**config.mk**
```make
export PLATFORM = sky130hd
export DESIGN_NAME = htl_cbrt_cell
export DESIGN_NICKNAME = d
export VERILOG_FILES = /design/src/htl_pkg.sv /design/src/htl_cbrt_cell.sv
export SDC_FILE = /design/constraint.sdc
export NUM_CORES = 1
export LEC_CHECK = 0
export BUFFER_PORTS_ARGS = -buffer_cell sky130_fd_sc_hd__buf_4
export CAP_MARGIN = 15
export CORE_UTILIZATION = 30
export CTS_CLUSTER_DIAMETER = 120
export DETAILED_ROUTE_END_ITERATION = 16
export GPL_ROUTABILITY_DRIVEN = 1
export PLACE_DENSITY_LB_ADDON = 0.1
export SLEW_MARGIN = 20
export SYNTH_ARGS = -nofsm -noshare
export SYNTH_HDL_FRONTEND = slang
export SYNTH_SLANG_ARGS = --single-unit
```
**constraint.sdc**
```tcl
create_clock -name clk -period 7.3 [get_ports clk]
set_input_delay 1.095 -clock clk [delete_from_list [all_inputs] [get_ports clk]]
set_output_delay 1.095 -clock clk [all_outputs]
set_load 0.02 [all_outputs]
```
**src/htl_pkg.sv**
```systemverilog
// ---------------------------------------------------------------------------
// htl_pkg
// Shared widths, register indexes, status codes and cell token types.
// ---------------------------------------------------------------------------
package htl_pkg;

  localparam int ADC_LIMIT_DEF = 4096;

  localparam int SAMPLE_W = 12;
  localparam int DMAG_W   = 13;              // |sample - base| magnitude
  localparam int NUM_W    = 56;              // |a| * 2^24 magnitude
  localparam int ROOT_W   = 19;              // integer cube root bits
  localparam int RAD_W    = 3 * ROOT_W;      // radicand padded to whole digits
  localparam int CREM_W   = 45;              // cube root partial remainder
  localparam int YSQ_W    = 2 * ROOT_W;      // square of partial root
  localparam int POS_W    = 21;              // signed Q.8 position
  localparam int PROD_W   = 29;              // position times scale times ten

  localparam int DIV_CELLS  = NUM_W;
  localparam int CBRT_CELLS = ROOT_W;
  localparam int LATENCY    = DIV_CELLS + CBRT_CELLS + 3;

  // Register indexes
  localparam logic [2:0] REG_CURVE_A    = 3'd0;
  localparam logic [2:0] REG_CURVE_B    = 3'd1;
  localparam logic [2:0] REG_BASE       = 3'd2;
  localparam logic [2:0] REG_MIN_TRAVEL = 3'd3;
  localparam logic [2:0] REG_SCALE      = 3'd4;
  localparam logic [2:0] REG_MAX_TRAVEL = 3'd5;

  // Clamp status codes
  localparam logic [1:0] CLAMP_NONE = 2'd0;
  localparam logic [1:0] CLAMP_LOW  = 2'd1;
  localparam logic [1:0] CLAMP_HIGH = 2'd2;

  typedef struct packed {
    logic              valid;
    logic              neg;
    logic              zero;
    logic [DMAG_W-1:0] dmag;
    logic [DMAG_W-1:0] rem;
    logic [NUM_W-1:0]  num;   // dividend bits shift out, quotient bits shift in
  } div_tok_t;

  typedef struct packed {
    logic              valid;
    logic              neg;
    logic              zero;
    logic [RAD_W-1:0]  rad;
    logic [CREM_W-1:0] rem;
    logic [ROOT_W-1:0] y;
    logic [YSQ_W-1:0]  ysq;
  } cbrt_tok_t;

endpackage

```
**src/htl_cbrt_cell.sv**
```systemverilog
// ---------------------------------------------------------------------------
// htl_cbrt_cell
// One digit-by-digit cube root step: retires one root bit per cell.
// ---------------------------------------------------------------------------
module htl_cbrt_cell (
  input  logic               clk,
  input  logic               rst,
  input  htl_pkg::cbrt_tok_t tok_in,
  output htl_pkg::cbrt_tok_t tok_out
);
  import htl_pkg::*;

  logic [CREM_W-1:0] cur;
  logic [CREM_W-1:0] step;
  logic              ge;
  cbrt_tok_t         tok_next;

  // Bring down three radicand bits; (2y+1)^3 - (2y)^3 = 12y^2 + 6y + 1
  always_comb begin
    cur  = {tok_in.rem[CREM_W-4:0], tok_in.rad[RAD_W-1 -: 3]};
    step = (CREM_W'(tok_in.ysq) << 3) + (CREM_W'(tok_in.ysq) << 2)
         + (CREM_W'(tok_in.y) << 2) + (CREM_W'(tok_in.y) << 1) + CREM_W'(1);
    ge   = (cur >= step);
    tok_next     = tok_in;
    tok_next.rad = tok_in.rad << 3;
    tok_next.rem = ge ? (cur - step) : cur;
    tok_next.y   = {tok_in.y[ROOT_W-2:0], ge};
    tok_next.ysq = ge ? ((tok_in.ysq << 2) + (YSQ_W'(tok_in.y) << 2) + YSQ_W'(1))
                      : (tok_in.ysq << 2);
  end

  // Hand the transaction to the next cell
  always_ff @(posedge clk) begin
    if (rst) begin
      tok_out <= '0;
    end else begin
      tok_out <= tok_next;
    end
  end

endmodule

```
[Word level (Yosys, flattened, before mapping)]
Cells that the tools add are included.
Operators by class
  add/subtract/negate cells: 7
  $mul: 0
  div/mod/pow operators: 0
  magnitude comparators: 1
  equality and inequality tests: 0
  shift operators: 0
  mux-type cells: 2
  bitwise logic cells: 1
  reductions and logical operators: 1
Operators with widths (count)
  $add 44x1->45 const B: 1
  $ge 45x45->1: 1
  $mux 45: 1
  $sub 45x45->45: 1
  $add 43x20->44: 1
  $add 42x21->43: 1
  $add 41x40->42: 1
  $add 38x1->38 const B: 1
  $add 38x21->38: 1
  $mux 38: 1
  $reduce_or 2->1: 1
  $not 1->1: 1
Storage, ports and cells
  register bits: 162
  latch bits: 0
  bits in writable memories: 0
  ROM bits: 0
  input bits: 164
  memories kept: 0

[Logic depth before layout (Yosys ltp)]
  depth after elaboration: 7
  gate-level depth with buffers: 28

[Worst setup path before layout]
Ideal clock, no wire load.
  kind: input -> register
  from: input tok_in[2] (netlist bit)
  to: register tok_out[23] (netlist bit)
  data arrival time: 6.737 ns
  setup slack: 0.435 ns
  stages on the path: 27
  cell sequence: inv_1 -> fa_1 -> inv_1 -> fa_1 -> ha_1 -> fa_1 -> a211o_1 -> o211ai_2 -> a21oi_2 -> a311o_1 -> o311ai_2 -> a21oi_1 -> a211oi_1 -> xor2_1 -> ha_1 -> buf_2 -> a21o_1 -> a21o_1 -> a21o_1 -> a21oi_1 -> o211ai_2 -> a221o_2 -> buf_6 -> buf_6 -> nand3_1 -> xor2_1 -> nor2_1
Between the ends
  word-level cells in the longest chain between the ends: 6
  elaborated cells on any way between the ends: 8
  classes of those cells: add/sub (6); order compare (1); mux (1)
Ends and longest elaborated chain
  from (decl): RTL line htl_cbrt_cell.sv:8  | input htl_pkg::cbrt_tok_t tok_in,
  $add 41x40->42: RTL line htl_cbrt_cell.sv:21  | step = (CREM_W'(tok_in.ysq) << 3) + (CREM_W'(tok_in.ysq) << 2)
  $add 42x21->43: RTL line htl_cbrt_cell.sv:22  | + (CREM_W'(tok_in.y) << 2) + (CREM_W'(tok_in.y) << 1) + CREM_W'(1);
  $add 43x20->44: RTL line htl_cbrt_cell.sv:22
  $add 44x1->45: RTL line htl_cbrt_cell.sv:22
  $ge 45x45->1: RTL line htl_cbrt_cell.sv:23  | ge = (cur >= step);
  $mux 38 *: RTL line htl_cbrt_cell.sv:28  | tok_next.ysq = ge ? ((tok_in.ysq << 2) + (YSQ_W'(tok_in.y) << 2) + YSQ_W'(1))
  to (signal assigned): RTL line htl_cbrt_cell.sv:37  | tok_out <= tok_next;
  to (decl): RTL line htl_cbrt_cell.sv:9  | output htl_pkg::cbrt_tok_t tok_out
Every way passes the cells marked *; elsewhere a longest branch is shown, timed or not.
A chain may end at the register's enable or synchronous reset.

[Worst setup path after layout]
  from: input tok_in[2] (netlist bit)
  to: register tok_out[14] (netlist bit)
The elaborated chain is that of the path after synthesis.

==> summary.txt <==
Status
  – Result of the run: complete, no violations

Logic synthesis
  – Mean area per synthesized cell: 8.39 um2
  – Sequential share of the synthesized area: 26.5%
  – Library cell with the highest instance count after synthesis: dfxtp_1
  – Post-Syn Area: 11900 um2
  – Area share of the largest cell type after synthesis: 26.5%
  – Cell variety after synth: 85
  – Main combinational cell family by area after synthesis: adder cells
  – Biggest area consumer among synthesized cells: dfxtp_1
  – Synthesized-area fraction occupied by and/or/nand/nor cells: 19.6%
  – Cell count after synthesis: 1423
  – Area share of fa/ha/maj cells after synthesis: 21.1%
  – Ys flop type: dfxtp_1
  – Post-synthesis register bit count: 158
  – Ranking of synthesized cells by area: dfxtp_1 27%, ha_1 15%, fa_1 6.5%
  – Leading cell types by count after synthesis: 158 x dfxtp_1, 146 x a21oi_1, 140 x nand2_1
  – Yosys Warn Count: 0
  – Multiplexer share of the synthesized area: 0.178%
  – XOR/XNOR share of the synthesized area: 6.39%
  – Fraction of registers with async set/reset: 0%
  – Compound-cell area share of the yosys netlist: 21.0%
  – Number of enable flip-flop cells after synthesis: 0

Floorplan
  – Area of the core: 38900 um2
  – Overall die width: 201 um
  – Chip Height: 201 um
  – Top-level port count: 326
  – FP Rows: 72
  – Die area: 40600 um2
  – Effective utilization at floorplan: 30.7%

Pwr
  – Power per Cell Area: 315 nW/um2
  – Static leakage power: 0.00790 uW
  – Worst-case vdd ir drop: 0.000166 V
  – Final Total Pwr: 5160 uW

Clock tree
  – Clock transition at the registers of the reported paths: 0.07 ns
  – Hold buffer count at CTS: 0
  – H-tree levels: 4
  – CTS root buf: clkbuf_16
  – Number of clock sinks: 158
  – TritonCTS clock tree: built
  – Buffer depth of the longest clock path: 2
  – Total CTS buffers: 17

Layout
  – Final design utilization: 42.1%
  – Layout Nets: 2184
  – Register bank with the most flops: tok_out
  – Biggest regs: tok_out (158)
  – Flip-flop count of the largest register, all copies and words added: 158
  – Count of non-filler cells in the finished layout: 2373
  – Fraction of layout cells with a size suffix above 1: 28.2%
  – Synth-to-layout area growth: 37.3%
  – Number of inserted diodes: 0

Worst hold path
  – Hold Path End: tok_out[126]
  – Worst hold start: tok_in[123]
  – Depth of the worst hold-timing path: 2
  – Type of the most critical hold path: in2reg

Flow run
  – Number of max-capacitance violations reported: 0

Timing
  – Top achievable clock speed: 144 MHz
  – Tmin final: 6.96 ns
  – Normalized max-slew margin: 49.6%
  – Worst Setup Slack, final: 0.342 ns
  – Pins Over Slew Limit: 0
  – Portion of the clock cycle consumed by the worst path in the final layout: 95.3%
  – Final number of setup-violating endpoints: 0
  – Actual transition at the worst max-transition pin: 0.755 ns
  – Final Hold Fails: 0
  – Unrepaired setup endpoints after global routing: no

Detailed routing
  – Remaining antenna violation count after routing: 0
  – Vias per cell: 4.83
  – Count of vias placed by the detailed router: 11500
  – Count of TritonRoute iterations in the first routing pass: 5
  – Initial detailed-routing violation count: 491
  – Post-detailed-route DRC marker count: 0
  – Final WL: 38.9 mm
  – Per-cell routed wire length: 16.4 um

Placement
  – Final weighted congestion in routability-driven placement: 0.852
  – Count of placed standard cells including taps: 2339
  – DP HPWL: 31.8 mm
  – Number of I/O port buffers: 318
  – Dpl ws: -0.437 ns

Global routing
  – Largest net degree at the start of global routing: 71
  – Vias in the first global route: 11400
  – Overflow left after global routing: 0
  – Initial antenna violation count: 0
  – Global-route wire length before repair: 61.2 mm
  – Overall global routing resource usage: 19.2%

Setup path
  – Required arrival time at the worst endpoint: 7.61 ns
  – First element of the critical path: tok_in[2]
  – Largest delay share family, worst path: compound AO/OA/AOI/OAI gates
  – Top fanout value on the critical path: 6
  – Element type at the critical path start: input port
  – Delay of the slowest cell on the worst path: 0.47 ns
  – Critical path buffers and inverters: 6
  – Data arrival at the endpoint of the critical path: 7.27 ns
  – CP Class: in2reg
  – Crit-path slowest cell: a311o_2
  – Endpoint type of the worst setup path: flip-flop
-- logic make-up after synthesis --
kind of cell | after synthesis
mux | 2
buf+inv | 144
simple gates | 467
xor+xnor | 87
compound gates | 386
other cells | 1
flops | 158
fa+ha+maj | 178
-- per-stage QoR --
step                      setup TNS (ns)  hold slack (ns)  cell area (um2)
after floorplan                        0             1.22            11900
after global placement            -24.06             1.30            15700
after detailed placement          -23.98             1.31            15700
after CTS                              0            0.820            16300
after global routing                   0            0.836            16400
final                                  0            0.852            16400
-- per-layer routing --
metal  part of all wire [%]  global-route usage [%]
met1                     47                    24.6
met5                      0                       0
met4                    1.2                    4.82
met2                     47                    32.6
met3                    5.0                    3.98
-- layout by cell type (no fill, tap or decap), types with 41 or more instances in the layout --
cell,n
dfxtp_1,158
inv_1,90
ha_1,139
a21o_1,45
xnor2_1,46
buf_4,445
nor2_1,107
o21ai_0,59
a21oi_1,145
xor2_1,41
nand2_1,140
nor2b_1,74
-- worst max path at each step --
stage | slack [ns] | cells past startpoint | endpoint
after global placement | -0.44 | 26 | tok_out[76]
final | 0.34 | 28 | tok_out[14]
after global routing | 0.008 | 26 | tok_out[101]
after floorplan | 0.43 | 27 | tok_out[23]
after CTS | 0.02 | 26 | tok_out[12]
after detailed placement | -0.44 | 26 | tok_out[76]
-- power breakdown --
group	internal (uW)	switching, uW	total (uW)	leakage (uW)
logic	1420	1790	3200	0.00630
registers	1000	48.3	1050	0.00132
clock network	483	427	910	0.000284
-- what timing repair did --
item                       4_1_cts  5_1_grt
buffers inserted                 0        2
hold endpoints to repair         0        0
gates resized for setup          0        6
setup endpoints to repair        0       81
-- layout make-up --
class                           count  area, um2
Clock buffer                       18        429
Clock inverter                     14        145
Fill cell                        4034      22500
Inverter                           90        338
Multi-Input combinational cell   1124       8200
Sequential cell                   158       3160
Tap cell                          518        648
Timing Repair Buffer              451       3460
Power figures use the tool's default switching activity.
