<file path="config.mk">
export PLATFORM = sky130hd
export DESIGN_NAME = htl_post
export DESIGN_NICKNAME = d
export VERILOG_FILES = /design/src/htl_pkg.sv /design/src/htl_post.sv
export SDC_FILE = /design/constraint.sdc
export NUM_CORES = 1
export LEC_CHECK = 0
export BUFFER_PORTS_ARGS = -buffer_cell sky130_fd_sc_hd__buf_2
export CAP_MARGIN = 0
export CORE_UTILIZATION = 38
export CTS_CLUSTER_DIAMETER = 60
export DETAILED_ROUTE_END_ITERATION = 12
export GPL_TIMING_DRIVEN = 0
export HOLD_SLACK_MARGIN = 0.08
export SLEW_MARGIN = 20
export SYNTH_ARGS = -nofsm -noshare
export SYNTH_HDL_FRONTEND = slang
export SYNTH_SLANG_ARGS = --single-unit
export TNS_END_PERCENT = 5
</file>
<file path="constraint.sdc">
create_clock -name clk -period 16.5 [get_ports clk]
set_input_delay 2.475 -clock clk [delete_from_list [all_inputs] [get_ports clk]]
set_output_delay 2.475 -clock clk [all_outputs]
set_load 0.005 [all_outputs]
</file>
<file path="src/htl_pkg.sv">
// ---------------------------------------------------------------------------
// htl_pkg
// Shared widths, register indexes, status codes and cell token types.
// ---------------------------------------------------------------------------
package htl_pkg;

  localparam int ADC_LIMIT_DEF = 4096;

  localparam int SAMPLE_W = 12;
  localparam int DMAG_W   = 13;              // |sample - base| magnitude
  localparam int NUM_W    = 56;              // |a| * 2^24 magnitude
  localparam int ROOT_W   = 19;              // integer cube root bits
  localparam int RAD_W    = 3 * ROOT_W;      // radicand padded to whole digits
  localparam int CREM_W   = 45;              // cube root partial remainder
  localparam int YSQ_W    = 2 * ROOT_W;      // square of partial root
  localparam int POS_W    = 21;              // signed Q.8 position
  localparam int PROD_W   = 29;              // position times scale times ten

  localparam int DIV_CELLS  = NUM_W;
  localparam int CBRT_CELLS = ROOT_W;
  localparam int LATENCY    = DIV_CELLS + CBRT_CELLS + 3;

  // Register indexes
  localparam logic [2:0] REG_CURVE_A    = 3'd0;
  localparam logic [2:0] REG_CURVE_B    = 3'd1;
  localparam logic [2:0] REG_BASE       = 3'd2;
  localparam logic [2:0] REG_MIN_TRAVEL = 3'd3;
  localparam logic [2:0] REG_SCALE      = 3'd4;
  localparam logic [2:0] REG_MAX_TRAVEL = 3'd5;

  // Clamp status codes
  localparam logic [1:0] CLAMP_NONE = 2'd0;
  localparam logic [1:0] CLAMP_LOW  = 2'd1;
  localparam logic [1:0] CLAMP_HIGH = 2'd2;

  typedef struct packed {
    logic              valid;
    logic              neg;
    logic              zero;
    logic [DMAG_W-1:0] dmag;
    logic [DMAG_W-1:0] rem;
    logic [NUM_W-1:0]  num;   // dividend bits shift out, quotient bits shift in
  } div_tok_t;

  typedef struct packed {
    logic              valid;
    logic              neg;
    logic              zero;
    logic [RAD_W-1:0]  rad;
    logic [CREM_W-1:0] rem;
    logic [ROOT_W-1:0] y;
    logic [YSQ_W-1:0]  ysq;
  } cbrt_tok_t;

endpackage

</file>
<file path="src/htl_post.sv">
// ---------------------------------------------------------------------------
// htl_post
// Offset, scaling and clamping of the root into the travel code.
// ---------------------------------------------------------------------------
module htl_post (
  input  logic               clk,
  input  logic               rst,
  input  htl_pkg::cbrt_tok_t tok_in,
  input  logic signed [15:0] curve_b_q8,
  input  logic [11:0]        min_travel_q8,
  input  logic [4:0]         table_scale,
  input  logic [7:0]         max_travel_dmm,
  output logic               done,
  output logic [7:0]         travel_code,
  output logic [1:0]         clamp_status
);
  import htl_pkg::*;

  function automatic logic [7:0] sat8(input logic [20:0] v);
    sat8 = (v > 21'd255) ? 8'hFF : v[7:0];
  endfunction

  logic signed [POS_W-1:0] root_s;
  logic signed [POS_W-1:0] pos;
  logic [8:0]              scale10;
  logic                    a_valid;
  logic                    a_low;
  logic                    a_zero;
  logic [PROD_W-1:0]       a_prod;
  logic [20:0]             code;
  logic [20:0]             min_prod;
  logic [12:0]             max_code;
  logic [7:0]              code_next;
  logic [1:0]              status_next;

  // Signed root minus offset, then scale by ten times the table scale
  always_comb begin
    root_s  = tok_in.neg ? -$signed({2'b00, tok_in.y}) : $signed({2'b00, tok_in.y});
    pos     = root_s - POS_W'(curve_b_q8);
    scale10 = {1'b0, table_scale, 3'b000} + {3'b000, table_scale, 1'b0};
  end

  always_ff @(posedge clk) begin
    a_low  <= (pos < $signed({9'd0, min_travel_q8}));
    a_zero <= tok_in.zero;
    a_prod <= PROD_W'(pos[POS_W-2:0]) * PROD_W'(scale10);
    if (rst) begin
      a_valid <= 1'b0;
    end else begin
      a_valid <= tok_in.valid;
    end
  end

  // Clamp against the minimum travel and the maximum code
  always_comb begin
    code     = a_prod[PROD_W-1:8];
    min_prod = 21'(min_travel_q8) * 21'(scale10);
    max_code = 13'(max_travel_dmm) * 13'(table_scale);
    priority if (a_zero) begin
      code_next   = sat8(21'(max_code));
      status_next = CLAMP_HIGH;
    end else if (a_low) begin
      code_next   = sat8(21'(min_prod[20:8]));
      status_next = CLAMP_LOW;
    end else if (code > 21'(max_code)) begin
      code_next   = sat8(21'(max_code));
      status_next = CLAMP_HIGH;
    end else begin
      code_next   = sat8(code);
      status_next = CLAMP_NONE;
    end
  end

  always_ff @(posedge clk) begin
    travel_code  <= code_next;
    clamp_status <= status_next;
    if (rst) begin
      done <= 1'b0;
    end else begin
      done <= a_valid;
    end
  end

endmodule

</file>
# == Word-level counts from Yosys, hierarchy flattened ==
# Cells that the tools add are included.
# classes
addsub,3
n_mul,3
div,0
n_lt_le_gt_ge,5
eq_ne,0
shifts,0
mux,9
bitwise,0
reduce_logical,0
# op_table
cell,count
two-way mux 8 bit,6
multiplier 20 x 9 -> 29 bit,1
> comparator 13 x 8 -> 1 bit (second input constant),2
> comparator 21 x 13 -> 1 bit,1
> comparator 21 x 8 -> 1 bit (second input constant),1
< comparator 21 x 13 -> 1 bit,1
multiplier 12 x 9 -> 21 bit,1
two-way mux 21 bit,1
negator 19 -> 21 bit,1
subtractor 21 x 16 -> 21 bit,1
multiplier 8 x 5 -> 13 bit,1
adder 8 x 6 -> 9 bit,1
two-way mux 2 bit,2
# word_totals
reg_bits,43
latchBits,0
mem_bits_rw,0
romBits,0
inputBits,205
out_inout_bits,11
memories,0

# == Logic depth before layout (Yosys ltp) ==
# depth
ltp_word,6
ltp_mapped,31
depth_no_buf,31

# == Worst setup path before layout ==
# Ideal clock, no wire load.
# synth_path
path_type,input port to flip-flop
startpoint,in tok_in[160] in the netlist's numbering
endpoint,reg a_prod[28]
arrival_ns,8.865
required_ns,16.428
path_slack_ns,7.563
cell_stages,26
path_buffers,2
cell_sequence,clkbuf_1 clkbuf_1 o21ai_0 fa_1 a21o_1 a221oi_2 o21ai_2 a2111oi_2 nor3_1 xnor2_2 nor2_1 fa_1 fa_1 fa_1 inv_1 fa_1 inv_1 ha_1 a21o_1 a21oi_1 o21ai_0 nor3_1 o211ai_1 a31o_2 a21oi_1 xnor2_1
# synth_between
elab_chain_len,3
# synth_lines
item,line_no,text
"start, declared",htl_post.sv:8,"input htl_pkg::cbrt_tok_t tok_in,"
two-way mux 21 bit,htl_post.sv:38,"root_s = tok_in.neg ? -$signed({2'b00, tok_in.y}) : $signed({2'b00, tok_in.y});"
subtractor 21 x 16 -> 21 bit,htl_post.sv:39,pos = root_s - POS_W'(curve_b_q8);
multiplier 20 x 9 -> 29 bit,htl_post.sv:46,a_prod <= PROD_W'(pos[POS_W-2:0]) * PROD_W'(scale10);
"end signal, assigned",htl_post.sv:46,
"end, declared",htl_post.sv:29,logic [PROD_W-1:0] a_prod;
# Every way passes these cells.
# A chain may end at the register's enable or synchronous reset.

# == Worst setup path in the final report ==
# Ends and elaborated chain as after synthesis.

==> results.toml <==
[outcome]
status = "finished with violations"
violations = "DRC"

[timing]
slew_headroom_pct = 28.4
worst_slew_pin_slew_ps = 1070
timing.fmax_mhz = 100
finalSetupTns_ps = 0
finalCriticalPeriod_ps = 10000
worst_slack_ps = 6500
rsz0062_at_grt = "false"
hold_ws_ps = 440
fin_crit_sh_pct = 60.6
hold_violations = 0
setup_viol = 0
drv_slew = 0
fin_skew_ps = 6.84

[cells_and_area]
drive_above_1_share_pct = 6.99
fin_util_pct = 42.2
layout.nets = 2109
stdcell_area_sq_mm = 0.0130
stdcell_count = 1940
syn2layout_area_growth_pct = 8.71
n_antenna_cell = 0

[worst_hold_path]
hp-class = "flip-flop to flip-flop"
min_to = "done$_SDFF_PP0_"
min_path_cells = 1
holdCritStartpoint = "a_valid$_SDFF_PP0_"

[critical_path]
worst_r2r_endpoint = "travel_code[5]$_DFF_P_"
start_kind = "input pin"
worstPathArrival_ps = 10190
worstSetupEndpointType = "flip-flop"
crit_required_ps = 16690
crit_type = "input pin to flip-flop"
slowest_stage = "xnor2_1"
cp_max_fo = 10
r2r_setup_slack_ps = 13750
crit_top_cell = "fa_1"
ff2ff_path_depth = 10
critical_path.max_stage_delay_ps = 790
r2r-start = "a_prod[20]$_DFF_P_"

[grt]
grt_max_degree = 13
overflow = 0
gr-usage-met1_pct = 26.8
met2_usage_pct = 32.9
use_met3_pct = 2.63
grt_pass1_wl_microns = 49100
grt_busiest_layer = "met2"
antenna_found_initial = 0
grt_usage_pct = 19.5
grt_pass1_vias = 9674

[detailed_routing]
drc = 4
drt-wirelength-per-cell_microns = 15.4
dr.pass1.iters = 9
ant_nets = 0
viasPerCell = 5.04
drtIter0Drc = 520
via_count = 9776
wirelength_microns = 29900

[clocking]
clk_pin_slew_ps = 50
cts_made_buffers = 5
clk_path_buf_depth = 2
clk_latency_ps = 280
cts_sinks = 35
cts_resized = 0
cts_setup_buffers = 0
cts_tree = "yes"
cts_root_buf = "clkbuf_16"
cts_max_level = 2
ctsHoldBuffers = 0

[placement]
placement.io_buffers = 75
place_inst = 1932
hpwl_microns = 25900
placed_area_sq_mm = 0.0128
place_ws_ps = 6260
gp_congestion = 0.879

[floorplanning]
io_pins = 216
die_h_microns = 179
initial_core_util_pct = 38.8
die_w_microns = 179
rows = 64
dieArea_sq_mm = 0.0321
core_area_sq_mm = 0.0307

[synth]
synth_common_cells = "294 x inv_1, 243 x nor2_1, 186 x fa_1"
yosysTopAreaCellShare_pct = 31.2
yosysTopAreaCell = "fa_1"
synth_nets = 2027
async_flop_share_pct = 0
synth_ff_type = "dfxtp_1"
synthTopCellsByArea = "fa_1 31%, ha_1 18%, inv_1 9.2%, nor2_1 7.6%, dfxtp_1 5.9%"
ys_seq_area_share_pct = 5.87
syn_area_per_cell_sq_um = 8.17
ys_warn_count = 0
ys_ff_latch = 35
synthCells = 1461
netlist_area_sq_mm = 0.0119
yosysMostFrequentCell = "inv_1"
synth_edf_count = 0
synth.distinct_cells = 72

[power]
totalPowerFinal_mw = 3.17
vdd_drop_max_uv = 214
p_leak_nw = 6.75
power.density_mw_per_mm2 = 244

[run]
maxCapViolCount = 0
==> worst max-delay path: cells and delay by family <==
family                   cells  cell delay [ps]
AO/OA/AOI/OAI               11             2410
XOR/XNOR                     2              950
buffers and inverters        5              930
adder cells (fa/ha/maj)      6             2950
AND/OR/NAND/NOR              2              460
==> cell type report <==
| cell class | instances | area [sq um] |
|---|---|---|
| Sequential cell | 35 | 701 |
| Clock inverter | 3 | 43.8 |
| Timing Repair Buffer | 75 | 375 |
| Multi-Input combinational cell | 1096 | 9990 |
| Clock buffer | 5 | 125 |
| Buffer | 30 | 114 |
| Fill cell | 3221 | 17800 |
| Tap cell | 396 | 495 |
| Inverter | 300 | 1130 |
==> cell usage in the layout (no fill, tap or decap), drive strengths merged, types with 5 or more instances in the layout <==
master / netlist / layout
ha: 175 / 175
o21ai: 33 / 33
clkbuf: 27 / 32
nor4: 5 / 5
o2111ai: 5 / 5
clkinv: 5 / 7
o21bai: 9 / 9
nand3: 6 / 6
or3: 6 / 6
nor2b: 12 / 12
xor2: 20 / 20
nand2: 97 / 97
a21o: 21 / 21
nand4: 6 / 6
fa: 186 / 186
or2: 5 / 5
dfxtp: 35 / 35
a221oi: 12 / 12
nor2: 243 / 243
nand2b: 14 / 14
a211oi: 5 / 5
inv: 295 / 295
and2: 46 / 46
xnor2: 51 / 51
and3: 6 / 6
buf: 3 / 78
o21a: 10 / 10
o31ai: 7 / 7
nor3: 20 / 20
a21oi: 50 / 50
==> registers in the layout, summed over array words and instances (netlist names) <==
name          count
a_low             1
a_prod           21
a_valid           1
a_zero            1
clamp_status      2
done              1
travel_code       8
==> routing by layer <==
metal / share of wire (%) / wire, microns / up-vias
met1: 46 / 13700 / 4786
met3: 4.7 / 1410 / 18
li1: - / - / 4781
met2: 48 / 14400 / 191
met5: 0 / 0 / -
met4: 1.4 / 431 / 0
==> how the worst max path moves through the flow <==
| stage | end | start |
|---|---|---|
| after CTS | a_prod[28]$_DFF_P_ | tok_in[160] |
| after detailed placement | a_prod[28]$_DFF_P_ | tok_in[160] |
| after floorplan | a_prod[28]$_DFF_P_ | tok_in[160] |
| final | a_prod[28]$_DFF_P_ | tok_in[160] |
| after global placement | a_prod[28]$_DFF_P_ | tok_in[160] |
| after global routing | a_prod[28]$_DFF_P_ | tok_in[160] |
==> report_power, final <==
| group | internal, mW | switching (mW) |
|---|---|---|
| clock | 0.0712 | 0.0363 |
| sequential | 0.159 | 0.0162 |
| combinational | 1.22 | 1.66 |
| total | 1.45 | 1.72 |
==> logic make-up after synthesis <==
kind of cell	count (synthesis)	synth area share, %
AO/OA/AOI/OAI	186	10.9
XOR/XNOR	71	5.34
adder cells (fa/ha/maj)	361	49.5
buffers and inverters	330	10.4
flip-flops	35	5.87
multiplexers	2	0.178
AND/OR/NAND/NOR	476	17.8
Power figures use the tool's default switching activity.
