===== config.mk =====
export PLATFORM = sky130hd
export DESIGN_NAME = htl_div_cell
export DESIGN_NICKNAME = d
export VERILOG_FILES = /design/src/htl_pkg.sv /design/src/htl_div_cell.sv
export SDC_FILE = /design/constraint.sdc
export NUM_CORES = 1
export LEC_CHECK = 0
export ABC_CLOCK_PERIOD_IN_PS = 5400
export CAP_MARGIN = 20
export CORE_ASPECT_RATIO = 1.2
export CORE_MARGIN = 4
export CORE_UTILIZATION = 35
export CTS_BUF_LIST = sky130_fd_sc_hd__clkbuf_16
export CTS_CLUSTER_DIAMETER = 30
export DETAILED_ROUTE_END_ITERATION = 10
export DONT_BUFFER_PORTS = 1
export HOLD_SLACK_MARGIN = 0.05
export PLACE_DENSITY = 0.61
export RECOVER_POWER = 100
export SYNTH_ARGS = -nofsm -noshare
export SYNTH_HDL_FRONTEND = slang
export SYNTH_SLANG_ARGS = --single-unit

===== constraint.sdc =====
create_clock -name clk -period 5.4 [get_ports clk]
set_input_delay 0.54 -clock clk [delete_from_list [all_inputs] [get_ports clk]]
set_output_delay 0.54 -clock clk [all_outputs]
set_load 0.02 [all_outputs]

===== src/htl_pkg.sv =====
// ---------------------------------------------------------------------------
// htl_pkg
// Shared widths, register indexes, status codes and cell token types.
// ---------------------------------------------------------------------------
package htl_pkg;

  localparam int ADC_LIMIT_DEF = 4096;

  localparam int SAMPLE_W = 12;
  localparam int DMAG_W   = 13;              // |sample - base| magnitude
  localparam int NUM_W    = 56;              // |a| * 2^24 magnitude
  localparam int ROOT_W   = 19;              // integer cube root bits
  localparam int RAD_W    = 3 * ROOT_W;      // radicand padded to whole digits
  localparam int CREM_W   = 45;              // cube root partial remainder
  localparam int YSQ_W    = 2 * ROOT_W;      // square of partial root
  localparam int POS_W    = 21;              // signed Q.8 position
  localparam int PROD_W   = 29;              // position times scale times ten

  localparam int DIV_CELLS  = NUM_W;
  localparam int CBRT_CELLS = ROOT_W;
  localparam int LATENCY    = DIV_CELLS + CBRT_CELLS + 3;

  // Register indexes
  localparam logic [2:0] REG_CURVE_A    = 3'd0;
  localparam logic [2:0] REG_CURVE_B    = 3'd1;
  localparam logic [2:0] REG_BASE       = 3'd2;
  localparam logic [2:0] REG_MIN_TRAVEL = 3'd3;
  localparam logic [2:0] REG_SCALE      = 3'd4;
  localparam logic [2:0] REG_MAX_TRAVEL = 3'd5;

  // Clamp status codes
  localparam logic [1:0] CLAMP_NONE = 2'd0;
  localparam logic [1:0] CLAMP_LOW  = 2'd1;
  localparam logic [1:0] CLAMP_HIGH = 2'd2;

  typedef struct packed {
    logic              valid;
    logic              neg;
    logic              zero;
    logic [DMAG_W-1:0] dmag;
    logic [DMAG_W-1:0] rem;
    logic [NUM_W-1:0]  num;   // dividend bits shift out, quotient bits shift in
  } div_tok_t;

  typedef struct packed {
    logic              valid;
    logic              neg;
    logic              zero;
    logic [RAD_W-1:0]  rad;
    logic [CREM_W-1:0] rem;
    logic [ROOT_W-1:0] y;
    logic [YSQ_W-1:0]  ysq;
  } cbrt_tok_t;

endpackage


===== src/htl_div_cell.sv =====
// ---------------------------------------------------------------------------
// htl_div_cell
// One restoring division step: retires one quotient bit per cell.
// ---------------------------------------------------------------------------
module htl_div_cell (
  input  logic              clk,
  input  logic              rst,
  input  htl_pkg::div_tok_t tok_in,
  output htl_pkg::div_tok_t tok_out
);
  import htl_pkg::*;

  logic [DMAG_W:0] trial;
  logic [DMAG_W:0] diff;
  logic            ge;
  div_tok_t        tok_next;

  // Shift in the next dividend bit and try the subtraction
  always_comb begin
    trial    = {tok_in.rem, tok_in.num[NUM_W-1]};
    diff     = trial - {1'b0, tok_in.dmag};
    ge       = (trial >= {1'b0, tok_in.dmag});
    tok_next = tok_in;
    tok_next.rem = ge ? diff[DMAG_W-1:0] : trial[DMAG_W-1:0];
    tok_next.num = {tok_in.num[NUM_W-2:0], ge};
  end

  // Hand the transaction to the next cell
  always_ff @(posedge clk) begin
    if (rst) begin
      tok_out <= '0;
    end else begin
      tok_out <= tok_next;
    end
  end

endmodule


After elaboration in Yosys (flattened, before gate mapping). Index checks and enable logic that the tools add are counted.

Flip-flop bits (word level): 85. Input port bits: 87. Output and inout port bits: 85. Word-level logic and storage cells: 9.

Add/sub/neg operators: 1. $lt $le $gt $ge: 1. Muxes and demuxes: 1.

Operators with widths (count): 14-bit by 13-bit >= comparator with 1-bit output (1); 13-bit 2-to-1 mux (1); 13-bit subtractor (1).

Longest topological paths before layout. Gate-level depths: netlist of the first run.

Word-level depth: 2. Gate-level depth with buffers: 11. Mapped depth without buffers: 10.

Worst setup path after synthesis of the first run. Ideal clock, no wire load.

Path type: input port to flip-flop. From: input port tok_in[79] in the netlist's numbering. To: register tok_out[61] in the netlist's numbering. Setup time: 0.066 ns. Data arrival time: 2.385 ns. Data required time: 5.334 ns. Setup slack: 2.949 ns. Cell stages on the path: 10. Path buffers: 2. Cell sequence: inv_1 -> ha_1 -> buf_6 -> nand4_2 -> or4_4 -> o211ai_2 -> a21oi_2 -> buf_6 -> or3b_4 -> a21oi_2.

Longest elaborated chain between the ends: 2.

Ends and longest elaborated chain: start: declaration (line htl_div_cell.sv:8) `input htl_pkg::div_tok_t tok_in,`; 14-bit by 13-bit >= comparator with 1-bit output (line htl_div_cell.sv:22) `ge = (trial >= {1'b0, tok_in.dmag});`; 13-bit 2-to-1 mux (line htl_div_cell.sv:24) `tok_next.rem = ge ? diff[DMAG_W-1:0] : trial[DMAG_W-1:0];`; end signal: assignment (line htl_div_cell.sv:33) `tok_out <= tok_next;`; end: declaration (line htl_div_cell.sv:9) `output htl_pkg::div_tok_t tok_out`.

Every way passes these cells. A chain may end at the register's enable or synchronous reset.

Worst setup path after layout of the first run.
From: input port tok_in[80] in the netlist's numbering. To: register tok_out[67] in the netlist's numbering.

Longest elaborated chain between the ends: 2. Elaborated cells between the ends (all ways): 3. Those cells by class: add/sub (1); order compare (1); mux (1).

Ends and longest elaborated chain (line): 13-bit subtractor / 14-bit by 13-bit >= comparator with 1-bit output (equally long branches) (htl_div_cell.sv:21, htl_div_cell.sv:22); 13-bit 2-to-1 mux * (htl_div_cell.sv:24).

Mark *: on every way between the ends. The rest lies on a longest branch, timed or not.

==> impl_results.md, run 1 <==
* Total number of vias at 2086
* Maximum clock frequency at 357 MHz
* Worst EP arrival at 2.97 ns
* Largest cells by area after synthesis: dfxtp_1 54%, nor2b_1 12%, ha_1 5.1%
* Initial Utilization at 36.5%
* Ports at 172
* Static Leak at 1.46 nW
* Min-delay worst type: in2reg
* Mean Syn Cell Area at 10.2 um2
* Syn Std Cell Area at 3170 um2
* Max Cap Viol at 0
* DRT iter0 DRCs at 100
* Core box area at 8700 um2
* Peak VDD IR at 0.128 mV
* Top_reg_cell synth: dfxtp_1
* DRC errors left at 0
* GRT Total Usage at 13.4%
* Placer congestion estimate at 0.846
* Post-cts resize count at 0
* Final WL at 7350 um
* Dpl hpwl at 5540 um
* Synth warnings at 0
* CP max-delay cell: a21oi_1
* Post-synth top area share at 53.6%
* Root Driver: clkbuf_16
* CTS tree: done
* CP Cell Sequence: inv_1 -> ha_1 -> a21o_1 -> a211oi_1 -> o211ai_1 -> a21oi_1 -> mux2i_1 -> o311ai_0
* Die X at 94.9 um
* Drt first pass iters at 5
* H-tree depth reported by CTS at 3
* Count of mapped cells out of synthesis at 310
* Crit-path max FO at 11
* Largest register FFs at 85
* Fill cells at 883
* Number of setup violations in the final report at 0
* Number of global-route vias before repair at 2079
* Slew Limit Fails at 0
* Rows at 37
* Sequential share of the synthesized area at 53.6%
* Clock share of power at 42.4%
* Slew margin rel. at 38.0%
* Worst endpoint required time at 5.57 ns
* ANT cells at 0
* Critical path class: in2reg
* Status: completed
* Antenna violations before repair at 0
* Design Power at 1.50 mW
* DIE HEIGHT at 112 um
* Final hold viol count at 0
* Biggest regs: tok_out x85
* Minimum clock period at 2.80 ns
* Synth-to-Final Area Change at 10.1%
* Register with the most flip-flops: tok_out
* Sum of negative setup slack at 0 ns
* Async SR Flop Fraction at 0%
* Post-CTS Setup Bufs at 0
* Synth cell count leaders: 85 x dfxtp_1, 61 x nor2b_1, 20 x nor2_1, 19 x nand2_1, 18 x a21oi_1
* Post-synth EDFFs at 0
* Final net count at 406
* Largest net degree at the start of global routing at 89
* Post-route ant nets at 0
* Maximum clock insertion buffer count at 2
* First-pass GRT wire length at 10800 um
* Clock transition at the registers of the reported paths at 0.07 ns
* Critical Path Sink Type: flip-flop
* Pwr Density at 428 nW/um2
* Worst setup SP type: primary input
* Net Switching at 0.400 mW
* CTS buffer count at 9
* Via-to-Cell Ratio at 4.89
* Gr ovfl total at 0
* Count leader, synth: dfxtp_1
* Worst-Margin Slew at 0.930 ns
* Post-synthesis cell type count at 49
* RSZ-0062 raised after global routing: no
* Area occupied by multi-input gates at 1270 um2
* Cell-internal power at 1.10 mW
* Synthesized flop and latch total at 85
* Synth area leader: dfxtp_1
* DIE AREA at 10700 um2
* Mapped Nets at 411
* Buffers on Ports at 0
* Share of cells above drive strength 1 at 8.06%
* Largest stage delay, worst path at 0.76 ns
* Clock Sinks at 85
* Gate power share at 8.3%
* Switching Fraction at 26.8%
* FF/Latch Area at 1700 um2
* Period utilisation layout at 51.8%
* DR WL/cell at 17.2 um
* Sequential power share at 49.3%
* Cts hold-fix bufs at 0
==> power groups by stage <==
stage          sequential (mW)  clock [mW]  combinational, mW
2_1_floorplan            0.746           0              0.121
3_3_place_gp             0.755           0              0.124
3_5_place_dp             0.754           0              0.127
4_1_cts                  0.740       0.657              0.128
5_1_grt                  0.742       0.690              0.141
6_report                 0.738       0.634              0.124
==> critical path: cells and delay by family <==
kind | cells | cell delay, ns
buffers and inverters | 1 | 0.04
AO/OA/AOI/OAI | 5 | 1.76
multiplexers | 1 | 0.25
adder cells (fa/ha/maj) | 1 | 0.37
==> per-stage QoR <==
step / hold WS, ns / cell area, um2 / worst slack, ns / instances / util [%]
after floorplan: 0.668 / 3170 / 2.95 / 310 / -
after global placement: 0.621 / 3200 / 2.78 / 411 / 36.8
after detailed placement: 0.624 / 3200 / 2.72 / 411 / 36.8
after CTS: 0.258 / 3520 / 3.07 / 427 / 40.4
final: 0.276 / 3490 / 2.60 / 427 / 40.2
after global routing: 0.248 / 3490 / 2.29 / 427 / 40.2
==> cell usage in the layout (no fill, tap or decap), types with 3 or more instances in the layout <==
master and count:
a211oi_1 4, a21o_1 6, a21oi_1 19, clkbuf_16 9, dfxtp_1 85, ha_1 13
inv_1 16, nand2_1 19, nand2b_1 3, nand4_1 3, nor2_1 20, nor2b_1 61
nor3_1 4, o211ai_1 3, o21ai_0 4, xnor2_1 4
==> per-layer routing <==
metal,part of all wire [%],vias to the layer above,track usage [%]
met5,0,-,0
met4,1.4,0,6.35
met3,14,7,6.57
met2,49,121,22.9
met1,35,948,13.3
li1,-,1010,-
==> worst paths after layout <==
check                      start                     end  slack [ns]  depth (start not counted)
worst max-delay path  tok_in[80]  tok_out[67]$_SDFF_PP0_        2.60                          8
worst min-delay path         rst  tok_out[84]$_SDFF_PP0_        0.28                          1
==> layout make-up <==
type                            instances  share of cell area (%)
Clock buffer                            9                    6.44
Clock inverter                          7                    2.61
Inverter                               16                    1.72
Multi-Input combinational cell        193                    36.3
Sequential cell                        85                    48.7
Tap cell                              117                    4.19
==> cells by family after synthesis <==
group | Yosys count | share of synthesized area (%)
AOI/OAI and AO/OA | 50 | 10.7
DFF | 85 | 53.6
buffers and inverters | 32 | 5.56
xor gates and xnor gates | 6 | 1.66
and+or+nand+nor | 122 | 22.4
adders and majority gates | 14 | 5.76
muxes | 1 | 0.315
No activity file was read; power rests on OpenSTA's default activity.
==> run 2: changes to the inputs <==
ABC_CLOCK_PERIOD_IN_PS = 2350   (was 5400)
PLACE_DENSITY = 0.63   (was 0.61)
clock period = 2.35 ns   (was 5.4 ns; I/O delays follow)
==> run 2 against run 1 <==
  * The flow now finishes with violations (capacitance limit, slew limit)
  * Final area rose by 19%
  * Routed wire length grew 13%
  * Die area unchanged
  * Sequential power is 130% higher
  * Combinational power rose to 3.3 times the previous value
  * Clock-buffer cell count unchanged
  * Via count is 12% higher
  * Final cell count up 16%
  * Utilization up 7.6 points
  * Critical path type unchanged
  * Critical endpoint is now tok_out[61]$_SDFF_PP0_
==> impl_results.md, run 2 (synthesis results as in run 1) <==
* Status: finished with violations
* Violated checks: capacitance limit, slew limit
* DIE AREA at 10700 um2 (unchanged)
* Biggest regs: tok_out x85
* Gate power share at 11.6% (+3.3 points)
* Gr ovfl total at 0 (unchanged)
* Crit-path max FO at 8 (-3)
* Via-to-Cell Ratio at 4.69 (-3.9%)
* Pwr Density at 840 nW/um2 (+96%)
* GRT Total Usage at 15.6% (+2.2 points)
* Rows at 37 (unchanged)
* Initial Utilization at 36.5% (unchanged)
* Ports at 172 (unchanged)
* H-tree depth reported by CTS at 3 (unchanged)
* Static Leak at 1.74 nW (+19%)
* Cell-internal power at 2.58 mW (+140%)
* Slew Limit Fails at 82 (+82)
* DRT met1 WL at 2960 um (+14%)
* Root Driver: clkbuf_16
* First-pass GRT wire length at 12600 um (+16%)
* ANT cells at 0 (unchanged)
* Hold Slack at 0.0560 ns (-0.220 ns)
* Met3 wire len at 1010 um (-0.78%)
* Critical Path Sink Type: flip-flop
* Die X at 94.9 um (unchanged)
* Number of setup violations in the final report at 0 (unchanged)
* Top Metal Used: met4
* DRC errors left at 0 (unchanged)
* Met2 WL post-DR at 4120 um (+14%)
* Peak VDD IR at 0.315 mV (+150%)
* Largest register FFs at 85 (unchanged)
* Critical path class: in2reg
* Most common cell after layout, fill and taps aside: dfxtp_1
* Dpl hpwl at 5690 um (+2.6%)
* Cts hold-fix bufs at 61 (+61)
* DRT iter0 DRCs at 120 (+20%)
* Drt first pass iters at 4 (-1)
* Synth-to-Final Area Change at 31.1%
* Worst-Margin Slew at 1.55 ns (+0.624 ns)
* Post-cts resize count at 0 (unchanged)
* Most frequent cells in the layout: 85 x dfxtp_1, 61 x nor2b_1, 60 x dlygate4sd3_1
* Worst EP arrival at 2.26 ns (-0.71 ns)
* CTS buffer count at 9 (unchanged)
* Clock Sinks at 85 (unchanged)
* Worst setup SP type: primary input
* Post-CTS Setup Bufs at 0 (unchanged)
* Clock share of power at 39.8% (-2.6 points)
* Post-route ant nets at 0 (unchanged)
* Minimum clock period at 2.01 ns
* Min-delay worst type: in2reg
* Period utilisation layout at 85.3%
* Placer congestion estimate at 0.806 (-4.8%)
* Share of cells above drive strength 1 at 10.0% (+1.9 points)
* Sum of negative setup slack at 0 ns (unchanged)
* Number of global-route vias before repair at 2416 (+16%)
* Register with the most flip-flops: tok_out
* Switching Fraction at 26.2% (-0.58 points)
* Net Switching at 0.914 mW (+130%)
* Final net count at 476 (+17%)
* Core box area at 8700 um2 (unchanged)
* Worst hold path depth at 2 (+1)
* CTS tree: done
* Buffers on Ports at 0 (unchanged)
* DIE HEIGHT at 112 um (unchanged)
* Largest net degree at the start of global routing at 82 (-7.9%)
* RSZ-0062 raised after global routing: no
* Clock transition at the registers of the reported paths at 0.07 ns (about the same)
* Slew margin rel. at -3.59% (-42 points)
* Design Power at 3.49 mW (+130%)
* Worst endpoint required time at 2.60 ns (-2.97 ns)
* Sequential power share at 48.7% (-0.6 points)
* Maximum clock insertion buffer count at 2 (unchanged)
* Antenna violations before repair at 0 (unchanged)
* Max Cap Viol at 1 (+1)
* Maximum clock frequency at 499 MHz
* Final WL at 8310 um (+13%)
* DR WL/cell at 16.7 um (-2.9%)
* Total number of vias at 2333 (+12%)
* Final hold viol count at 0 (unchanged)
-- run 2: routing by layer --
metal / GRT usage (%) / vias to the layer above
li1: - / 1149
met1: 15.8 / 1048
met2: 26.7 / 123
met3: 7.44 / 13
met4: 6.93 / 0
met5: 0 / -
-- run 2: final timing paths --
check / start / end / slack [ns]
worst max-delay path: tok_in[80] / tok_out[61]$_SDFF_PP0_ / 0.34
worst min-delay path: tok_in[74] / tok_out[74]$_SDFF_PP0_ / 0.06
-- run 2: worst max-delay path: stages --
cell      delay [ns]
inv_1           0.04
ha_1            0.38
nand3b_1        0.20
or4_4           0.54
o211ai_2        0.11
a21oi_2         0.12
or3b_2          0.50
a21oi_2         0.13
-- run 2: power groups by stage --
stage / registers, mW / clock network, mW / logic (mW)
floorplan: 1.71 / 0 / 0.278
detailed placement: 1.73 / 0 / 0.312
CTS: 1.70 / 1.43 / 0.417
finish: 1.70 / 1.39 / 0.404
global placement: 1.73 / 0 / 0.304
global route: 1.71 / 1.50 / 0.457
-- run 2: layout make-up --
class | instances | area (um2)
fillers | 808 | 4540
flip-flops and latches | 85 | 1700
multi-input cells | 193 | 1280
repair buffers | 70 | 673
clock buffers | 9 | 225
well taps | 117 | 146
clock inverters | 7 | 73.8
inverters | 16 | 60.1
-- run 2: through the flow --
| step | util (%) | instance area [um2] | std cells | setup slack [ns] |
|---|---|---|---|---|
| after floorplan | - | 3170 | 310 | 0.204 |
| after global placement | 37.6 | 3270 | 420 | 0.181 |
| after detailed placement | 37.6 | 3270 | 420 | 0.0825 |
| after CTS | 48.2 | 4200 | 497 | 0.423 |
| after global routing | 47.8 | 4160 | 497 | 0.137 |
| final | 47.8 | 4160 | 497 | 0.345 |
==> run 3: changes to the inputs <==
CTS_BUF_LIST = sky130_fd_sc_hd__clkbuf_4 sky130_fd_sc_hd__clkbuf_8   (was sky130_fd_sc_hd__clkbuf_16)
SETUP_SLACK_MARGIN = 0.02   (was not set)
==> run 3 against run 2 <==
  * The run still ends with capacitance limit, slew limit left
  * Utilization rose by 1.7 points
  * Global-route usage increased by 0.35 points
  * Clock-buffer cell count grew 1
  * Non-clock buffer count up 20
  * Final cell count up 4.0%
  * Final area grew 3.6%
  * Sequential share of layout area is 1.4 points lower
  * Via count increased by 4.1%
  * Clock power down 24%
  * Critical path type unchanged
  * Critical endpoint is now tok_out[67]$_SDFF_PP0_
  * Highest routed layer unchanged
==> impl_results.md, run 3 (synthesis results as in run 1) <==
* Root Driver: clkbuf_8
* Biggest regs: tok_out x85
* M3 GR Usage at 7.10% (-0.34 points)
* DRC errors left at 0 (unchanged)
* First-pass GRT wire length at 13000 um (+3.2%)
* DR WL/cell at 17.0 um (+1.5%)
* Critical path class: in2reg
* CTS tree: done
* Worst-Margin Slew at 1.56 ns (+0.00652 ns)
* Grt met2 use at 27.5% (+0.75 points)
* Final hold viol count at 0 (unchanged)
* Share of cells above drive strength 1 at 10.3% (+0.25 points)
* DIE HEIGHT at 112 um (unchanged)
* Post-route ant nets at 0 (unchanged)
* FF/Latch Area at 1700 um2 (unchanged)
* Static Leak at 1.80 nW (+3.4%)
* Peak VDD IR at 0.259 mV (-18%)
* Status: finished with violations
* RSZ-0062 raised after global routing: no
* Max Cap Viol at 1 (unchanged)
* Total number of vias at 2428 (+4.1%)
* Placer congestion estimate at 0.806 (unchanged)
* Slew margin rel. at -4.03% (-0.43 points)
* Worst setup SP type: primary input
* Min-delay worst type: in2reg
* Register with the most flip-flops: tok_out
* Via-to-Cell Ratio at 4.70 (about the same)
* Final WL at 8770 um (+5.6%)
* DIE AREA at 10700 um2 (unchanged)
* Die X at 94.9 um (unchanged)
* Maximum clock frequency at 448 MHz (-10%)
* Synth-to-Final Area Change at 35.8%
* Worst slack, placed at 0.0825 ns (unchanged)
* Design Power at 3.20 mW (-8.3%)
* GRT Total Usage at 15.9% (+0.35 points)
* Pwr Density at 743 nW/um2 (-12%)
* Hold Slack at 0.0665 ns (+0.0105 ns)
* Antenna violations before repair at 0 (unchanged)
* Rows at 37 (unchanged)
* Most frequent cells in the layout: 85 x dfxtp_1, 80 x dlygate4sd3_1, 61 x nor2b_1
* Initial Utilization at 36.5% (unchanged)
* Ports at 172 (unchanged)
* Dpl hpwl at 5690 um (unchanged)
* ANT cells at 0 (unchanged)
* DRT iter0 DRCs at 141 (+18%)
* Clock Sinks at 85 (unchanged)
* Drt first pass iters at 4 (unchanged)
* Worst EP arrival at 2.49 ns (+0.23 ns)
* Fill cells at 790 (-2.2%)
* Slew Limit Fails at 82 (unchanged)
* H-tree depth reported by CTS at 3 (unchanged)
* Number of setup violations in the final report at 0 (unchanged)
* CTS buffer count at 9 (unchanged)
* Minimum clock period at 2.23 ns (+0.226 ns)
* Area occupied by multi-input gates at 1320 um2 (+3.3%)
* Crit-path max FO at 8 (unchanged)
* Clock transition at the registers of the reported paths at 0.09 ns (+0.02 ns)
* Core box area at 8700 um2 (unchanged)
* Largest net degree at the start of global routing at 82 (unchanged)
* Most common cell after layout, fill and taps aside: dfxtp_1
* Buffers on Ports at 0 (unchanged)
* Placed cell area at 3270 um2 (unchanged)
* Critical Path Sink Type: flip-flop
* Post-route worst setup slack at 0.119 ns (-0.226 ns)
* Final net count at 496 (+4.2%)
* Number of global-route vias before repair at 2524 (+4.5%)
* Worst endpoint required time at 2.61 ns (about the same)
* Maximum clock insertion buffer count at 2 (unchanged)
* Gr ovfl total at 0 (unchanged)
* Top Usage Layer GRT: met2
* Final instance area at 4310 um2 (+3.6%)
* Period utilisation layout at 94.9% (+9.6 points)
* M1 GR Usage at 16.9% (+1.1 points)
* Largest register FFs at 85 (unchanged)
* Sum of negative setup slack at 0 ns (unchanged)
* Violated checks: capacitance limit, slew limit
-- run 3: cell type report --
cell class                      instances  area share, %
Multi-Input combinational cell        193           30.7
Clock inverter                          6           1.63
Sequential cell                        85           39.5
Clock buffer                           10           3.19
Tap cell                              117           3.40
Inverter                               16           1.39
Timing Repair Buffer                   90           20.3
-- run 3: stage by stage --
stage                     utilization (%)  std cells
after floorplan                         -        310
after global placement               37.6        420
after detailed placement             37.6        420
after CTS                            49.4        516
after global routing                 49.5        517
final                                49.5        517
-- run 3: final timing paths --
path        from                endpoint  slack (ns)  cells past startpoint
max   tok_in[73]  tok_out[67]$_SDFF_PP0_        0.12                      9
min   tok_in[70]  tok_out[70]$_SDFF_PP0_        0.07                      2
-- run 3: worst max-delay path, cell delays in order --
cell,delay [ns]
dlygate4sd3_1,0.52
inv_1,0.07
ha_4,0.28
nand3_2,0.08
or4_4,0.52
o211ai_4,0.13
a21oi_4,0.09
or4_1,0.48
o311ai_1,0.08
-- run 3: metal layers --
metal	vias up	part of all wire (%)
li1	1186	-
met1	1105	37
met2	126	50
met3	11	11
met4	0	1.9
met5	-	0
-- run 3: timing repair --
| item | in CTS | in global routing |
|---|---|---|
| hold buffers | 80 | 1 |
| endpoints found under the setup margin | 0 | 3 |
| hold endpoints to repair | 83 | 1 |
| gates resized for setup | 0 | 3 |
| buffers inserted | 0 | 0 |
-- run 3: power breakdown --
part           leakage (nW)  switching [mW]  internal [mW]
clock                 0.100           0.531          0.527
sequential            0.708           0.162           1.54
combinational         0.991           0.205          0.241
